--- src/hdl/nearest_neighbor_fit_downscaler_unit_defines.svh ---
// Assertion macros for the fit downscaler unit.
// Clock i_clk and active-low reset i_rst_n are taken from the including scope.
`ifndef NEAREST_NEIGHBOR_FIT_DOWNSCALER_UNIT_DEFINES_SVH
`define NEAREST_NEIGHBOR_FIT_DOWNSCALER_UNIT_DEFINES_SVH

`ifndef SYNTHESIS
// Check that cons holds in the same cycle as ante.
`define NNFD_ASSERT_SAME(name, ante, cons) \
    name: assert property (@(posedge i_clk) disable iff (!i_rst_n) (ante) |-> (cons)) \
        else $error("nnfd: same-cycle check failed");
// Check that cons holds in the cycle after ante.
`define NNFD_ASSERT_NEXT(name, ante, cons) \
    name: assert property (@(posedge i_clk) disable iff (!i_rst_n) (ante) |=> (cons)) \
        else $error("nnfd: next-cycle check failed");
`else
`define NNFD_ASSERT_SAME(name, ante, cons)
`define NNFD_ASSERT_NEXT(name, ante, cons)
`endif

`endif

--- src/hdl/nnfd_pkg.sv ---
// Shared types, constants and helpers of the fit downscaler.
// No dependencies.
package nnfd_pkg;

    localparam int DIM_BITS      = 12;
    localparam int PIX_BITS      = 32;
    localparam int ACC_BITS      = 2 * DIM_BITS;
    localparam int CFG_IDX_BITS  = 2;
    localparam int FIFO_DEPTH    = 4;
    localparam int FIFO_PTR_BITS = $clog2(FIFO_DEPTH);
    localparam int FIFO_CNT_BITS = $clog2(FIFO_DEPTH + 1);

    // Target size divider: one quotient bit per step
    localparam int DIV_STEPS     = ACC_BITS;
    localparam int DIV_CNT_BITS  = $clog2(DIV_STEPS);

    localparam logic [DIM_BITS-1:0] DIM_RESET = DIM_BITS'(450);

    // Configuration register indexes
    typedef enum logic [CFG_IDX_BITS-1:0] {
        REG_SRC_W = 2'd0,
        REG_SRC_H = 2'd1,
        REG_LIM_W = 2'd2,
        REG_LIM_H = 2'd3
    } t_cfg_reg;

    typedef struct packed {
        logic                    we;
        logic [CFG_IDX_BITS-1:0] idx;
        logic [DIM_BITS-1:0]     data;
    } t_cfg_wr;

    // Frame geometry from the target calculator
    typedef struct packed {
        logic                valid;
        logic [DIM_BITS-1:0] src_w;
        logic [DIM_BITS-1:0] src_h;
        logic [DIM_BITS-1:0] tgt_w;
        logic [DIM_BITS-1:0] tgt_h;
    } t_tgt_info;

    // One kept pixel
    typedef struct packed {
        logic [PIX_BITS-1:0] pixel;
        logic [DIM_BITS-1:0] col;
        logic [DIM_BITS-1:0] row;
        logic                frame_end;
    } t_result;

    // Treat a zero size as one
    function automatic logic [DIM_BITS-1:0] at_least_one(input logic [DIM_BITS-1:0] v);
        return (v == '0) ? DIM_BITS'(1) : v;
    endfunction

endpackage

--- src/hdl/nearest_neighbor_fit_downscaler_unit.sv ---
// Channel   | Handshake        | Payload
// pixels in | push / full      | i_pixel_rgba
// results   | empty / pop      | o_out_pixel, o_out_col, o_out_row, o_frame_end
// config    | i_cfg_we         | i_cfg_idx, i_cfg_data
//
// One source pixel is taken per clock unless input stalls; a kept pixel is in
// the result queue the cycle after it is taken. The queue holds four words;
// input stalls while it is full. After reset or any configuration write the
// target size is recomputed via S_MUL, S_SEL and, if the frame exceeds the box,
// the one-bit-per-cycle divider (S_DIV) and S_FIN. A frame's first pixel waits on it.
// Reset is synchronous and active low.
// Downscaler top: target calculator, front end and result queue. Depends on nnfd_pkg.
`include "nearest_neighbor_fit_downscaler_unit_defines.svh"
module nearest_neighbor_fit_downscaler_unit (
    input  logic                              i_clk,
    input  logic                              i_rst_n,
    input  logic                              push,
    output logic                              full,
    input  logic [nnfd_pkg::PIX_BITS-1:0]     i_pixel_rgba,
    output logic                              empty,
    input  logic                              pop,
    output logic [nnfd_pkg::PIX_BITS-1:0]     o_out_pixel,
    output logic [nnfd_pkg::DIM_BITS-1:0]     o_out_col,
    output logic [nnfd_pkg::DIM_BITS-1:0]     o_out_row,
    output logic                              o_frame_end,
    input  logic                              i_cfg_we,
    input  logic [nnfd_pkg::CFG_IDX_BITS-1:0] i_cfg_idx,
    input  logic [nnfd_pkg::DIM_BITS-1:0]     i_cfg_data
);
    import nnfd_pkg::*;

    t_cfg_wr   w_cfg;
    t_tgt_info w_tgt;
    logic      w_q_we, w_q_full;
    t_result   w_q_wdata, w_q_rdata;

    assign w_cfg.we   = i_cfg_we;
    assign w_cfg.idx  = i_cfg_idx;
    assign w_cfg.data = i_cfg_data;

    nnfd_tgt u_tgt (
        .i_clk   (i_clk),
        .i_rst_n (i_rst_n),
        .i_cfg   (w_cfg),
        .o_tgt   (w_tgt)
    );

    nnfd_front u_front (
        .i_clk        (i_clk),
        .i_rst_n      (i_rst_n),
        .i_push       (push),
        .i_pixel_rgba (i_pixel_rgba),
        .i_tgt        (w_tgt),
        .i_q_full     (w_q_full),
        .o_full       (full),
        .o_q_we       (w_q_we),
        .o_q_wdata    (w_q_wdata)
    );

    nnfd_fifo u_fifo (
        .i_clk   (i_clk),
        .i_rst_n (i_rst_n),
        .i_we    (w_q_we),
        .i_wdata (w_q_wdata),
        .i_pop   (pop),
        .o_full  (w_q_full),
        .o_empty (empty),
        .o_rdata (w_q_rdata)
    );

    assign o_out_pixel = w_q_rdata.pixel;
    assign o_out_col   = w_q_rdata.col;
    assign o_out_row   = w_q_rdata.row;
    assign o_frame_end = w_q_rdata.frame_end;

    // A write drops the target size until it is recomputed
    `NNFD_ASSERT_NEXT(a_cfg_restart, w_cfg.we, !w_tgt.valid)
    // A finished target size stays until the next write
    `NNFD_ASSERT_NEXT(a_tgt_holds, w_tgt.valid && !w_cfg.we, w_tgt.valid)
    // Target sizes are never zero
    `NNFD_ASSERT_SAME(a_tgt_nonzero, w_tgt.valid, (w_tgt.tgt_w != '0) && (w_tgt.tgt_h != '0))
    // The queue is written only for a taken pixel
    `NNFD_ASSERT_SAME(a_we_on_accept, w_q_we, push && !full && !w_q_full)

endmodule

--- src/hdl/nnfd_tgt.sv ---
// Configuration registers and target size calculator (multiply, then, if the
// frame exceeds the box, restoring divide one quotient bit per cycle). Depends on nnfd_pkg.
module nnfd_tgt (
    input  logic                i_clk,
    input  logic                i_rst_n,
    input  nnfd_pkg::t_cfg_wr   i_cfg,
    output nnfd_pkg::t_tgt_info o_tgt
);
    import nnfd_pkg::*;

    typedef enum logic [2:0] {S_MUL, S_SEL, S_DIV, S_FIN, S_DONE} t_state;

    t_state                  r_state;
    logic [DIM_BITS-1:0]     r_src_w, r_src_h, r_lim_w, r_lim_h;
    logic [ACC_BITS-1:0]     r_prod_a, r_prod_b;
    logic                    r_fit_w;
    logic [ACC_BITS-1:0]     r_quo;
    logic [DIM_BITS-1:0]     r_rem;
    logic [DIM_BITS-1:0]     r_div;
    logic [DIV_CNT_BITS-1:0] r_cnt;
    logic [DIM_BITS-1:0]     r_tgt_w, r_tgt_h;

    logic [DIM_BITS-1:0]  w, h, lw, lh;
    logic                 need_fit;
    logic [DIM_BITS:0]    div_trial;
    logic [DIM_BITS:0]    div_diff;
    logic                 div_ge;
    logic [DIM_BITS-1:0]  quo_dim;

    // Clamp sizes and form one divide step
    always_comb begin
        w         = at_least_one(r_src_w);
        h         = at_least_one(r_src_h);
        lw        = at_least_one(r_lim_w);
        lh        = at_least_one(r_lim_h);
        need_fit  = (w > lw) || (h > lh);
        div_trial = {r_rem, r_quo[ACC_BITS-1]};
        div_ge    = div_trial >= {1'b0, r_div};
        div_diff  = div_trial - {1'b0, r_div};
        quo_dim   = at_least_one(r_quo[DIM_BITS-1:0]);
    end

    // Hold registers, restart on any write, sequence the calculation
    always_ff @(posedge i_clk) begin
        if (!i_rst_n) begin
            r_state <= S_MUL;
            r_src_w <= DIM_RESET;
            r_src_h <= DIM_RESET;
            r_lim_w <= DIM_RESET;
            r_lim_h <= DIM_RESET;
        end else if (i_cfg.we) begin
            unique case (t_cfg_reg'(i_cfg.idx))
                REG_SRC_W: r_src_w <= i_cfg.data;
                REG_SRC_H: r_src_h <= i_cfg.data;
                REG_LIM_W: r_lim_w <= i_cfg.data;
                REG_LIM_H: r_lim_h <= i_cfg.data;
                default: ;
            endcase
            r_state <= S_MUL;
        end else begin
            unique case (r_state)
                S_MUL: begin
                    r_prod_a <= ACC_BITS'(lw) * ACC_BITS'(h);
                    r_prod_b <= ACC_BITS'(lh) * ACC_BITS'(w);
                    r_state  <= S_SEL;
                end
                S_SEL: begin
                    r_rem <= '0;
                    r_cnt <= DIV_CNT_BITS'(DIV_STEPS - 1);
                    if (!need_fit) begin
                        r_tgt_w <= w;
                        r_tgt_h <= h;
                        r_state <= S_DONE;
                    end else if (r_prod_a <= r_prod_b) begin
                        r_fit_w <= 1'b1;
                        r_quo   <= r_prod_a;
                        r_div   <= w;
                        r_state <= S_DIV;
                    end else begin
                        r_fit_w <= 1'b0;
                        r_quo   <= r_prod_b;
                        r_div   <= h;
                        r_state <= S_DIV;
                    end
                end
                S_DIV: begin
                    r_quo <= {r_quo[ACC_BITS-2:0], div_ge};
                    r_rem <= div_ge ? div_diff[DIM_BITS-1:0] : div_trial[DIM_BITS-1:0];
                    r_cnt <= r_cnt - DIV_CNT_BITS'(1);
                    if (r_cnt == '0) begin
                        r_state <= S_FIN;
                    end
                end
                S_FIN: begin
                    if (r_fit_w) begin
                        r_tgt_w <= lw;
                        r_tgt_h <= quo_dim;
                    end else begin
                        r_tgt_w <= quo_dim;
                        r_tgt_h <= lh;
                    end
                    r_state <= S_DONE;
                end
                S_DONE: ;
                default: r_state <= S_MUL;
            endcase
        end
    end

    assign o_tgt.valid = (r_state == S_DONE);
    assign o_tgt.src_w = w;
    assign o_tgt.src_h = h;
    assign o_tgt.tgt_w = r_tgt_w;
    assign o_tgt.tgt_h = r_tgt_h;

endmodule

--- src/hdl/nnfd_front.sv ---
// Front end: raster position tracking and pixel selection, one word per cycle while not full.
// Depends on nnfd_pkg; writes kept pixels into the result queue.
module nnfd_front (
    input  logic                         i_clk,
    input  logic                         i_rst_n,
    input  logic                         i_push,
    input  logic [nnfd_pkg::PIX_BITS-1:0] i_pixel_rgba,
    input  nnfd_pkg::t_tgt_info          i_tgt,
    input  logic                         i_q_full,
    output logic                         o_full,
    output logic                         o_q_we,
    output nnfd_pkg::t_result            o_q_wdata
);
    import nnfd_pkg::*;

    logic [DIM_BITS-1:0] r_src_col, r_src_row, r_next_col, r_next_row;
    logic [ACC_BITS-1:0] r_col_acc, r_row_acc, r_col_lim, r_row_lim;
    logic [DIM_BITS-1:0] r_tw, r_th;

    logic                frame_start;
    logic [DIM_BITS-1:0] eff_tw, eff_th;
    logic [ACC_BITS-1:0] col_lim, row_lim;
    logic                col_hit, row_hit, last_col, last_row, accept;

    // Classify the current source position
    always_comb begin
        frame_start = (r_src_col == '0) && (r_src_row == '0);
        eff_tw      = frame_start ? i_tgt.tgt_w : r_tw;
        eff_th      = frame_start ? i_tgt.tgt_h : r_th;
        col_lim     = (r_src_col == '0) ? ACC_BITS'(eff_tw) : r_col_lim;
        row_lim     = (r_src_row == '0) ? ACC_BITS'(eff_th) : r_row_lim;
        col_hit     = (r_next_col < eff_tw) && (r_col_acc < col_lim);
        row_hit     = (r_next_row < eff_th) && (r_row_acc < row_lim);
        last_col    = ((DIM_BITS+1)'(r_src_col) + (DIM_BITS+1)'(1)) >= (DIM_BITS+1)'(i_tgt.src_w);
        last_row    = ((DIM_BITS+1)'(r_src_row) + (DIM_BITS+1)'(1)) >= (DIM_BITS+1)'(i_tgt.src_h);
        o_full      = i_q_full || (frame_start && !i_tgt.valid);
        accept      = i_push && !o_full;
    end

    // Queue write for kept pixels
    assign o_q_we              = accept && col_hit && row_hit;
    assign o_q_wdata.pixel     = i_pixel_rgba;
    assign o_q_wdata.col       = r_next_col;
    assign o_q_wdata.row       = r_next_row;
    assign o_q_wdata.frame_end =
        (((DIM_BITS+1)'(r_next_col) + (DIM_BITS+1)'(1)) == (DIM_BITS+1)'(eff_tw)) &&
        (((DIM_BITS+1)'(r_next_row) + (DIM_BITS+1)'(1)) == (DIM_BITS+1)'(eff_th));

    // Advance position, output counters and accumulators
    always_ff @(posedge i_clk) begin
        if (!i_rst_n) begin
            r_src_col  <= '0;
            r_src_row  <= '0;
            r_next_col <= '0;
            r_next_row <= '0;
            r_col_acc  <= '0;
            r_row_acc  <= '0;
            r_col_lim  <= '0;
            r_row_lim  <= '0;
            r_tw       <= '0;
            r_th       <= '0;
        end else if (accept) begin
            if (frame_start) begin
                r_tw <= i_tgt.tgt_w;
                r_th <= i_tgt.tgt_h;
            end
            if (last_col) begin
                r_src_col  <= '0;
                r_next_col <= '0;
                r_col_acc  <= '0;
                if (last_row) begin
                    r_src_row  <= '0;
                    r_next_row <= '0;
                    r_row_acc  <= '0;
                end else begin
                    r_src_row <= r_src_row + DIM_BITS'(1);
                    r_row_lim <= row_lim + ACC_BITS'(eff_th);
                    if (row_hit) begin
                        r_next_row <= r_next_row + DIM_BITS'(1);
                        r_row_acc  <= r_row_acc + ACC_BITS'(i_tgt.src_h);
                    end
                end
            end else begin
                r_src_col <= r_src_col + DIM_BITS'(1);
                r_col_lim <= col_lim + ACC_BITS'(eff_tw);
                if (col_hit) begin
                    r_next_col <= r_next_col + DIM_BITS'(1);
                    r_col_acc  <= r_col_acc + ACC_BITS'(i_tgt.src_w);
                end
            end
        end
    end

endmodule

--- src/hdl/nnfd_fifo.sv ---
// Result queue between the front end and the consumer, flop based.
// Depends on nnfd_pkg.
module nnfd_fifo (
    input  logic              i_clk,
    input  logic              i_rst_n,
    input  logic              i_we,
    input  nnfd_pkg::t_result i_wdata,
    input  logic              i_pop,
    output logic              o_full,
    output logic              o_empty,
    output nnfd_pkg::t_result o_rdata
);
    import nnfd_pkg::*;

    t_result                  r_mem [FIFO_DEPTH];
    logic [FIFO_PTR_BITS-1:0] r_wr_ptr, r_rd_ptr;
    logic [FIFO_CNT_BITS-1:0] r_cnt;
    logic                     rd;

    assign o_full  = (r_cnt == FIFO_CNT_BITS'(FIFO_DEPTH));
    assign o_empty = (r_cnt == '0);
    assign o_rdata = r_mem[r_rd_ptr];
    assign rd      = i_pop && !o_empty;

    // Store words
    always_ff @(posedge i_clk) begin
        if (i_we) begin
            r_mem[r_wr_ptr] <= i_wdata;
        end
    end

    // Advance pointers and fill count
    always_ff @(posedge i_clk) begin
        if (!i_rst_n) begin
            r_wr_ptr <= '0;
            r_rd_ptr <= '0;
            r_cnt    <= '0;
        end else begin
            if (i_we) begin
                r_wr_ptr <= r_wr_ptr + FIFO_PTR_BITS'(1);
            end
            if (rd) begin
                r_rd_ptr <= r_rd_ptr + FIFO_PTR_BITS'(1);
            end
            if (i_we && !rd) begin
                r_cnt <= r_cnt + FIFO_CNT_BITS'(1);
            end else if (!i_we && rd) begin
                r_cnt <= r_cnt - FIFO_CNT_BITS'(1);
            end
        end
    end

endmodule
--- config.mk ---
export PLATFORM = sky130hd
export DESIGN_NAME = nearest_neighbor_fit_downscaler_unit
export DESIGN_NICKNAME = d
export VERILOG_FILES = /design/src/hdl/nnfd_pkg.sv /design/src/hdl/nearest_neighbor_fit_downscaler_unit.sv /design/src/hdl/nnfd_tgt.sv /design/src/hdl/nnfd_front.sv /design/src/hdl/nnfd_fifo.sv
export VERILOG_INCLUDE_DIRS = /design/src /design/src/hdl
export SDC_FILE = /design/constraint.sdc
export NUM_CORES = 2
export LEC_CHECK = 0
export BUFFER_PORTS_ARGS = -buffer_cell sky130_fd_sc_hd__buf_2
export CORE_UTILIZATION = 50
export DETAILED_ROUTE_END_ITERATION = 8
export PLACE_DENSITY = 0.75
export SYNTH_ARGS = -nofsm -noshare
export SYNTH_HDL_FRONTEND = slang
export SYNTH_SLANG_ARGS = --single-unit
--- constraint.sdc ---
create_clock -name i_clk -period 8.5 [get_ports i_clk]
set_input_delay 1.275 -clock i_clk [delete_from_list [all_inputs] [get_ports i_clk]]
set_output_delay 1.275 -clock i_clk [all_outputs]
set_load 0.02 [all_outputs]
==> results.py <==
metrics = {
    "cts": {
        "htreeDepth": 2,
        "cts.sinks": 582,
        "post-cts-setup-buffers": 0,
        "cts_root_buf": "clkbuf_16",
        "ctsHoldBuffers": 0,
        "cts_resized": 0,
        "clock_path_buffers": 3,
        "cts_buffers": 61,
        "clk_pin_slew_ns": 0.07,
        "clk_latency_ns": 0.68,
        "tritoncts": "built",
    },
    "critical_path": {
        "worstRegToRegCells": 21,
        "endpoint_kind": "register",
        "critPathTopFamily": "adder cells",
        "startpoint": "u_tgt.r_lim_h[9]",
        "r2r_end": "u_tgt.r_prod_b[22]",
        "path_buf_inv": 4,
        "crit_top_cell": "fa_1",
        "worstPathCellList": "nor3_1, a31oi_1, inv_1, nand2_1, fa_1, fa_1, inv_1, fa_1, fa_1, inv_1, fa_1, inv_1, ha_1, a21oi_1, a31oi_1, a41oi_1, a2111oi_0, o21a_1, o21a_1, o41ai_1, xnor2_1",
        "cp.arrival_ns": 7.23,
        "setup.worst_path.start_class": "register",
        "r2r_slack_ns": 1.67,
        "r2r-start": "u_tgt.r_lim_h[9]",
        "endpoint": "u_tgt.r_prod_b[22]",
        "cpPeakStageDelay_ns": 0.65,
        "path_depth": 21,
        "cp.required_ns": 8.91,
        "setup.worst_path.class": "register to register",
        "crit_path_top_delay_cell": "dfxtp_1",
        "path_max_fanout": 15,
    },
    "global_route": {
        "grt_max_degree": 92,
        "grt_usage": 0.255,
        "grt_pass1_vias": 28883,
        "antenna_found_initial": 3,
        "grt_pass1_wl_um": 159000,
        "overflow": 0,
    },
    "place": {
        "buffer_ports.inserted": 109,
        "gp_congestion": 0.986,
        "post-dp-hpwl_um": 72600,
    },
    "sta": {
        "finalSetupViolCount": 0,
        "clock_skew_ns": 0.0890,
        "setup_tns_ns": 0,
        "max_freq_mhz": 146,
        "layout_min_cycle_time_ns": 6.83,
        "slew_viol_final": 0,
        "finalCritPeriodShare": 0.803,
        "worst_pin_slew_ns": 1.27,
        "rsz0062_at_grt": "no",
        "hold_violations": 0,
        "relSlewSlack": 0.151,
        "fin_hold_ws_ns": 0.450,
    },
    "floorplan": {
        "start_util": 0.506,
        "core-area_mm2": 0.0775,
        "fp.dieH_um": 282,
        "num_rows": 102,
        "die_w_um": 282,
        "die-area_mm2": 0.0795,
        "ios": 110,
    },
    "synth": {
        "yosysWarnings": 0,
        "synth_fp_nets": 4574,
        "async_flop_share": 0,
        "synth_edf_count": 354,
        "ys.flop_type": "edfxtp_1",
        "syn-instance-count": 3979,
        "syn_area_mm2": 0.0392,
        "synth_seq_area_share": 0.388,
        "yosysUniqueCellTypes": 78,
        "avgSynthCellArea_um2": 9.85,
        "ys_ff_latch": 582,
    },
    "final_layout": {
        "final_common_cell": "nand2_1",
        "final_cell_mix": "563 x nand2_1, 430 x inv_1, 354 x edfxtp_1",
        "design.final.nets": 4609,
        "drive_gt1_frac": 0.0890,
        "diodes": 0,
        "area_growth_pct": 9.39,
    },
    "detailed_routing": {
        "wl_met1_um": 41300,
        "detail_route.first_pass.iterations": 6,
        "drc": 0,
        "top_layer": "met5",
        "wl_per_cell_um": 19.4,
        "via_per_inst": 5.75,
        "met2WireLength_um": 45700,
        "vias": 29345,
        "postRouteAntennaNets": 0,
        "dr_wl_met3_um": 8030,
        "drtIter0Drc": 2543,
        "routed_wl_um": 99300,
    },
    "pwr": {
        "power_leakage_nw": 18.0,
        "vdd_drop_max_v": 0.000180,
        "powerDensity_mw_per_mm2": 180,
    },
    "run_status": {
        "status": "complete, no violations",
    },
    "flow_run": {
        "maxCapViolCount": 0,
    },
    "worst_hold_path": {
        "hold_path_class": "register to register",
    },
}
## cell type report
class,count,area (µm²)
tap,1040,1300
fill,6599,34600
timing repair buffer,161,936
sequential,582,15200
clock inverter,46,564
clock buffer,70,1580
multi-input combinational,2761,21600
inverter,447,1680
## worst min-delay path by stage
stage | slack (ns) | end | startpoint | depth (start not counted)
after CTS | 0.45 | u_front.r_col_lim[2] | u_front.r_col_lim[2] | 2
after global routing | 0.47 | u_front.r_col_lim[2] | u_front.r_col_lim[2] | 2
after detailed placement | 0.44 | u_front.r_col_lim[2] | u_front.r_col_lim[2] | 2
after global placement | 0.44 | u_front.r_row_lim[6] | u_front.r_row_lim[6] | 2
final | 0.45 | u_front.r_row_lim[3] | u_front.r_row_lim[3] | 2
after floorplan | 0.43 | u_front.r_row_lim[9] | u_front.r_row_lim[9] | 2
## flip-flops by register name, summed over array words and instances, names as in the netlist, 24 cells and up, named ones only
name               cells
u_front.r_row_lim     24
u_front.r_row_acc     24
u_front.r_col_acc     24
u_tgt.r_prod_a        24
u_tgt.r_quo           24
u_front.r_col_lim     24
u_fifo.r_mem         228
u_tgt.r_prod_b        24
## synth_stat cells (all sizes together) (10+ instances only)
library cell | count | area (µm²)
xnor2 | 87 | 762
a21o | 58 | 435
nor2b | 32 | 200
clkinv | 16 | 60.1
and2 | 22 | 138
ha | 338 | 4230
nand4 | 44 | 275
nor4 | 26 | 175
dfxtp | 228 | 4560
clkbuf | 148 | 556
fa | 206 | 4120
o21bai | 12 | 90.1
o21ai | 181 | 906
mux2i | 76 | 768
or3 | 27 | 169
a2111oi | 11 | 103
nand2b | 17 | 106
a211oi | 46 | 345
a21oi | 212 | 1060
xor2 | 52 | 455
nor2 | 299 | 1120
a22oi | 18 | 135
and3 | 28 | 176
nor3 | 64 | 325
o211ai | 27 | 203
buf | 41 | 206
nand2 | 563 | 2110
nand3 | 62 | 310
a31oi | 28 | 175
or2 | 10 | 62.6
inv | 431 | 1620
edfxtp | 354 | 10600
o21a | 56 | 420
nand3b | 13 | 97.6
mux4 | 57 | 1280
a21boi | 12 | 90.1
## routing by layer
| metal | track usage | up-vias |
|---|---|---|
| li1 | - | 13820 |
| met4 | 0.104 | 6 |
| met3 | 0.0449 | 259 |
| met1 | 0.341 | 14074 |
| met2 | 0.411 | 1186 |
| met5 | 0 | - |
## through the flow
stage	util	total power [mW]	worst slack [ns]	std cells	area [µm²]
3_3_place_gp	0.526	4.91	1.89	4991	40700
4_1_cts	0.553	7.76	1.75	5107	42900
2_1_floorplan	-	4.45	1.66	3979	39200
5_1_grt	0.553	8.06	1.20	5107	42900
3_5_place_dp	0.526	4.94	1.78	4991	40700
6_report	0.553	7.73	1.67	5107	42900
## report_power, final
group          total (mW)  internal, mW  switching [mW]
Combinational        1.69         0.682            1.01
Clock                2.82          1.61            1.22
Sequential           3.21          3.12          0.0948
## worst reg2reg max path: stages (launching register included)
cell and delay (ns):
dfxtp_1 0.65, nor3_1 0.12, a31oi_1 0.62, inv_1 0.31
nand2_1 0.18, fa_1 0.43, fa_1 0.60, inv_1 0.08
fa_1 0.51, fa_1 0.56, inv_1 0.06, fa_1 0.54
inv_1 0.05, ha_1 0.32, a21oi_1 0.07, a31oi_1 0.26
a41oi_1 0.19, a2111oi_0 0.52, o21a_1 0.17, o21a_1 0.12
o41ai_1 0.08, xnor2_1 0.13
## kinds of logic after synthesis
family | after synthesis | share of synthesized area
AND/OR/NAND/NOR | 1231 | 0.140
buffers and inverters | 636 | 0.0623
AO/OA/AOI/OAI | 712 | 0.113
XOR/XNOR | 139 | 0.0311
flip-flops | 582 | 0.388
multiplexers | 135 | 0.0529
adder cells (fa/ha/maj) | 544 | 0.213
Power figures use the tool's default switching activity.
